--- config.mk ---
export PLATFORM = sky130hd
export DESIGN_NAME = dltm_trim
export DESIGN_NICKNAME = d
export VERILOG_FILES = /design/src/sv/dltm_pkg.sv /design/src/sv/dltm_trim.sv
export SDC_FILE = /design/constraint.sdc
export NUM_CORES = 2
export LEC_CHECK = 0
export ABC_AREA = 1
export BUFFER_PORTS_ARGS = -buffer_cell sky130_fd_sc_hd__buf_2
export CAP_MARGIN = 25
export CORE_MARGIN = 3
export CORE_UTILIZATION = 35
export CTS_CLUSTER_SIZE = 28
export DETAILED_ROUTE_END_ITERATION = 8
export HOLD_SLACK_MARGIN = 0.06
export SLEW_MARGIN = 25
export SYNTH_ARGS = -nofsm -noshare
export SYNTH_HDL_FRONTEND = slang
export SYNTH_SLANG_ARGS = --single-unit
export TNS_END_PERCENT = 20
--- constraint.sdc ---
create_clock -name clk -period 26 [get_ports clk]
set_input_delay 6.5 -clock clk [delete_from_list [all_inputs] [get_ports clk]]
set_output_delay 6.5 -clock clk [all_outputs]
set_load 0.01 [all_outputs]
--- src/sv/dltm_pkg.sv ---
// ----------------------------------------------------------------------------
// dltm_pkg
// Shared constants, sort network tables and stage enables for the
// trimmed-mean delay line.
// ----------------------------------------------------------------------------
package dltm_pkg;

	localparam int unsigned DELAY_DEPTH_DEF = 200;
	localparam int unsigned SAMPLE_BITS_DEF = 24;

	// samples in the sort window
	localparam int unsigned WINDOW = 8;

	// 19-comparator, 6-layer sorting network for eight values.
	// Entries up to CX_SPLIT-1 are the first three layers.
	localparam int unsigned CX_COUNT = 19;
	localparam int unsigned CX_SPLIT = 12;

	localparam logic [2:0] CX_LO [CX_COUNT] = '{
		3'd0, 3'd1, 3'd4, 3'd5,
		3'd0, 3'd1, 3'd2, 3'd3,
		3'd0, 3'd2, 3'd4, 3'd6,
		3'd2, 3'd3,
		3'd1, 3'd3,
		3'd1, 3'd3, 3'd5
	};
	localparam logic [2:0] CX_HI [CX_COUNT] = '{
		3'd2, 3'd3, 3'd6, 3'd7,
		3'd4, 3'd5, 3'd6, 3'd7,
		3'd1, 3'd3, 3'd5, 3'd7,
		3'd4, 3'd5,
		3'd4, 3'd6,
		3'd2, 3'd4, 3'd6
	};

	// load enables for the stages downstream of the delay memory
	typedef struct packed {
		logic tap;  // window shift register
		logic mid;  // after the first half of the network
		logic fin;  // result register
	} stage_en_t;

endpackage

--- src/sv/dltm_trim.sv ---
// ----------------------------------------------------------------------------
// dltm_trim
// Eight-tap window, two-stage sorting network and sum of the middle four.
// ----------------------------------------------------------------------------
module dltm_trim #(
	parameter int unsigned SAMPLE_BITS = dltm_pkg::SAMPLE_BITS_DEF
) (
	input  logic                          clk,
	input  logic                          arst_n,
	input  dltm_pkg::stage_en_t           en,
	input  logic signed [SAMPLE_BITS-1:0] value_s1,
	output logic signed [SAMPLE_BITS+1:0] trimmed_mean
);
	import dltm_pkg::*;

	localparam int unsigned SB = SAMPLE_BITS;

	logic signed [SB-1:0]   taps_q [WINDOW];
	logic signed [SB-1:0]   half   [WINDOW];
	logic signed [SB-1:0]   net_s3 [WINDOW];
	logic signed [SB+1:0]   sum;
	logic signed [SB+1:0]   mean_s4;

	// window: the eight oldest samples, cleared at reset
	always_ff @(posedge clk or negedge arst_n) begin
		if (!arst_n) begin
			for (int i = 0; i < WINDOW; i++) taps_q[i] <= '0;
		end else if (en.tap) begin
			taps_q[0] <= value_s1;
			for (int i = 1; i < WINDOW; i++) taps_q[i] <= taps_q[i-1];
		end
	end

	// layers one to three
	always_comb begin
		logic signed [SB-1:0] t [WINDOW];
		logic signed [SB-1:0] s;
		s = '0;
		for (int i = 0; i < WINDOW; i++) t[i] = taps_q[i];
		for (int k = 0; k < CX_SPLIT; k++) begin
			if (t[CX_LO[k]] > t[CX_HI[k]]) begin
				s           = t[CX_LO[k]];
				t[CX_LO[k]] = t[CX_HI[k]];
				t[CX_HI[k]] = s;
			end
		end
		for (int i = 0; i < WINDOW; i++) half[i] = t[i];
	end

	always_ff @(posedge clk) begin
		if (en.mid) begin
			for (int i = 0; i < WINDOW; i++) net_s3[i] <= half[i];
		end
	end

	// layers four to six, then keep ranks two to five
	always_comb begin
		logic signed [SB-1:0] t [WINDOW];
		logic signed [SB-1:0] s;
		s = '0;
		for (int i = 0; i < WINDOW; i++) t[i] = net_s3[i];
		for (int k = CX_SPLIT; k < CX_COUNT; k++) begin
			if (t[CX_LO[k]] > t[CX_HI[k]]) begin
				s           = t[CX_LO[k]];
				t[CX_LO[k]] = t[CX_HI[k]];
				t[CX_HI[k]] = s;
			end
		end
		sum = {{2{t[2][SB-1]}}, t[2]} + {{2{t[3][SB-1]}}, t[3]}
		    + {{2{t[4][SB-1]}}, t[4]} + {{2{t[5][SB-1]}}, t[5]};
	end

	always_ff @(posedge clk) begin
		if (en.fin) mean_s4 <= sum;
	end

	assign trimmed_mean = mean_s4;

endmodule

==> impl_results.md <==
- Outcome: complete, no violations
- Nets: approximately 5,200
- Starting Density: between 30% and 40%
- Final WL: ~110,000 um
- Die area: slightly above 0.1 mm^2
- Post-Synthesis Net Count: around 5,300
- Dominant combinational cell family by area after synthesis: simple AND/OR/NAND/NOR gates
- Highest clock frequency the design can meet: approximately 0.08 GHz
- Post-CTS setup buffer count: 0
- Cell at the slowest stage of the critical path: nor4_1
- Number of flops mapped to enable cells by yosys: between 150 and 200
- Library cell with the highest instance count after synthesis: nand2_1
- Slew at the pin with the worst max-slew slack: around 1.0 ns
- Xor and xnor fraction of the mapped netlist area: less than 1%
- Cell type contributing the most total cell area after synthesis: ha_1
- Post-synthesis compound-gate area fraction: 16.15%
- Core area: just under 0.1 mm^2
- CTS tree: yes
- Sequential cell area fraction in the yosys report: around 29%
- Post-synthesis cell count: 4,762
- Wire length per cell: roughly 18 um
- Synth cell count leaders: nand2_1 (1,399), inv_1 (507), ha_1 (456)
- Diode count: 0
- Overall die width: 319.6 um
- Number of CTS-inserted buffers: between 40 and 50
- Synth area leaders: ha_1 (17%), nand2_1 (15%), edfxtp_1 (15%), dfrtp_1 (14%), nand3_1 (6.4%)
- Class of the worst hold path: register to register
- Maximum number of pins on one net before global-route repair: between 200 and 250
- Synthesized area per cell: between 7 and 8 um^2
- DRT antenna net count: 0
- Count of warnings emitted by yosys: 0
- Data arrival time at the worst-slack endpoint: about 13 ns
- Final period utilization: 47.51%
- Via count of the first global-routing pass: slightly below 30,000
- Mux contribution to synthesized area: 0.03272%
- First-pass GRT wire length: between 150,000 and 200,000 um
- Overall die height: between 300 and 400 um
- Pre-Repair DR Iteration Count: 6
- Routed vias/inst: about 5.3
- Setup slack of the most critical reg-to-reg path: about 14 ns
- Most instantiated flip-flop cell in the synthesis netlist: dfrtp_1
- Adder and majority cell fraction of the synthesized area: 19.43%
- Largest driver fanout on the critical path: between 70 and 80
- Post-detailed-route DRC marker count: 0
- Max-slew violation count: 0
- Post-synth cell types: 56
- Sum Neg Setup Slack: 0 ns
- Buffer type at the clock tree root: clkbuf_16
- Data required time at the worst endpoint: 26.32 ns
- Final critical-path required period: between 10 and 15 ns
- Clock network latency to the later pin of the worst-skew pair: 0.60 ns
- Simple-Gate Fraction of Synth Area: 26.34%
- Number of max-capacitance violations reported: 0
- Post-CTS clock slew at the launch and capture registers of the worst setup and hold paths: ~0.060 ns
- Ratio of cells with drive above 1 in the final layout: roughly 4.7%
- CP startpoint kind: register
- Initial antenna violation count: 1
- Cell type with the highest occurrence count on the critical path: nand2_1
- Fraction of synthesized cell area taken by the top area cell type: between 15 and 20%
- First DRT Iteration DRCs: ~2,900
- Cell area after placement: approximately 0.036 mm^2
- Synthesized flop and latch total: about 360
- Overflow left after global routing: 0
- Final count of hold timing violations: 0
- Delay of the slowest cell on the worst path: ~0.64 ns
- Count of endpoints failing setup in the final report: 0
- Routability congestion estimate: 0.9632
- Endpoint type of the worst setup path: register
- Synthesized area: between 0.03 and 0.04 mm^2
- Area Overhead vs Synth: 8.057%
- Instance count after placement with tap cells included: between 5,000 and 6,000
- CTS H-tree lvls: 2
- Hold Buf Count CTS: 0
- RSZ-0062 raised after global routing: false
- Overall global routing resource usage: between 20% and 30%
- Quantity of I/O buffers inserted on ports: 54
- Placed wire-length estimate after detailed placement: 89,660 um
- Final instance area: between 0.03 and 0.04 mm^2
- Number of resized instances in the post-cts repair step: 0
- Number of sinks driven by the clock tree: about 360
- Share of synthesized registers carrying an async set or reset: a little over half
- Total number of vias: roughly 32,000
- Maximum count of clock buffers along a single path: 3
- Total number of placement rows: 114
- Number of ports placed on the die boundary: 55
- Worst clock skew: 0.02976 ns
- Rel. slew slack: 32.36%
- Kind of critical path: register to register
- Number of standard cells in the layout, taps in and fillers out: 5,992
metal layers:
| layer | global-route usage, % | part of all wire (%) | vias to the layer above |
|---|---|---|---|
| met1 | 32.74 | 49 | 14620 |
| met3 | 2.379 | 7.5 | 113 |
| li1 | - | - | 15930 |
| met2 | 31.69 | 41 | 1063 |
| met5 | 0 | 0 | - |
| met4 | 5.299 | 2.5 | 0 |
area by class of cell:
class                   instances  area [um^2]
clock inverters                22        224.0
clock buffers                  57         1191
fillers                     10120        59950
well taps                    1276         1597
inverters                     532         1999
multi-input cells            3654        21690
flip-flops and latches        362         9910
repair buffers                 89        574.3
registers in the layout, indices dropped and copies added, names as in the netlist:
| name | count |
|---|---|
| net_s3 | 144 |
| trimmed_mean | 26 |
| taps_q | 192 |
final timing paths:
kind,start,to,cells after the start
worst max-delay path,net_s3[1][19],trimmed_mean[25],51
worst min-delay path,taps_q[137],taps_q[113],2
worst max register to register,net_s3[1][19],trimmed_mean[25],51
worst min register to register,taps_q[137],taps_q[113],2
max in group asynchronous,arst_n,taps_q[58],3
min in group asynchronous,arst_n,taps_q[165],1
per-stage QoR:
| stage | hold WS (ns) | setup slack (ns) | utilization, % |
|---|---|---|---|
| floorplan | 0.4662 | 17.15 | - |
| global placement | 0.4832 | 13.73 | 36.82 |
| detailed placement | 0.4887 | 13.68 | 36.82 |
| CTS | 0.5014 | 13.67 | 38.28 |
| global route | 0.5244 | 12.54 | 38.28 |
| finish | 0.4993 | 13.65 | 38.28 |
cell usage in the layout (no fill, tap or decap), drive strengths merged, types with 16 or more instances in the layout:
cell type / netlist / final
nor3: 16 / 16
buf: 75 / 88
nand2: 1402 / 1402
inv: 529 / 535
xor2: 19 / 19
ha: 456 / 456
fa: 49 / 49
and2: 33 / 33
a21oi: 222 / 222
a211oi: 17 / 17
o21ai: 514 / 514
a21boi: 73 / 73
dfrtp: 192 / 192
nor2: 140 / 140
nand4: 84 / 84
clkbuf: 139 / 58
o21a: 65 / 65
edfxtp: 170 / 170
nand3: 445 / 445
logic make-up (layout without fill, tap and decap cells):
logic type,after synthesis,count (layout)
AO/OA/AOI/OAI,973,973
flip-flops,362,362
XOR/XNOR,31,31
adder cells (fa/ha/maj),505,505
multiplexers,1,1
AND/OR/NAND/NOR,2144,2144
buffers and inverters,746,700
worst max-delay path: cells and delay by family, from the launching register on:
kind,cells,cell delay (ns)
xor+xnor,3,0.47
buf+inv,9,2.33
compound gates,14,3.13
fa+ha+maj,5,1.90
flops,1,0.40
simple gates,20,3.83
Power is not shown: default switching activity piles up to over one toggle a cycle in this logic, so the estimate is an artifact.
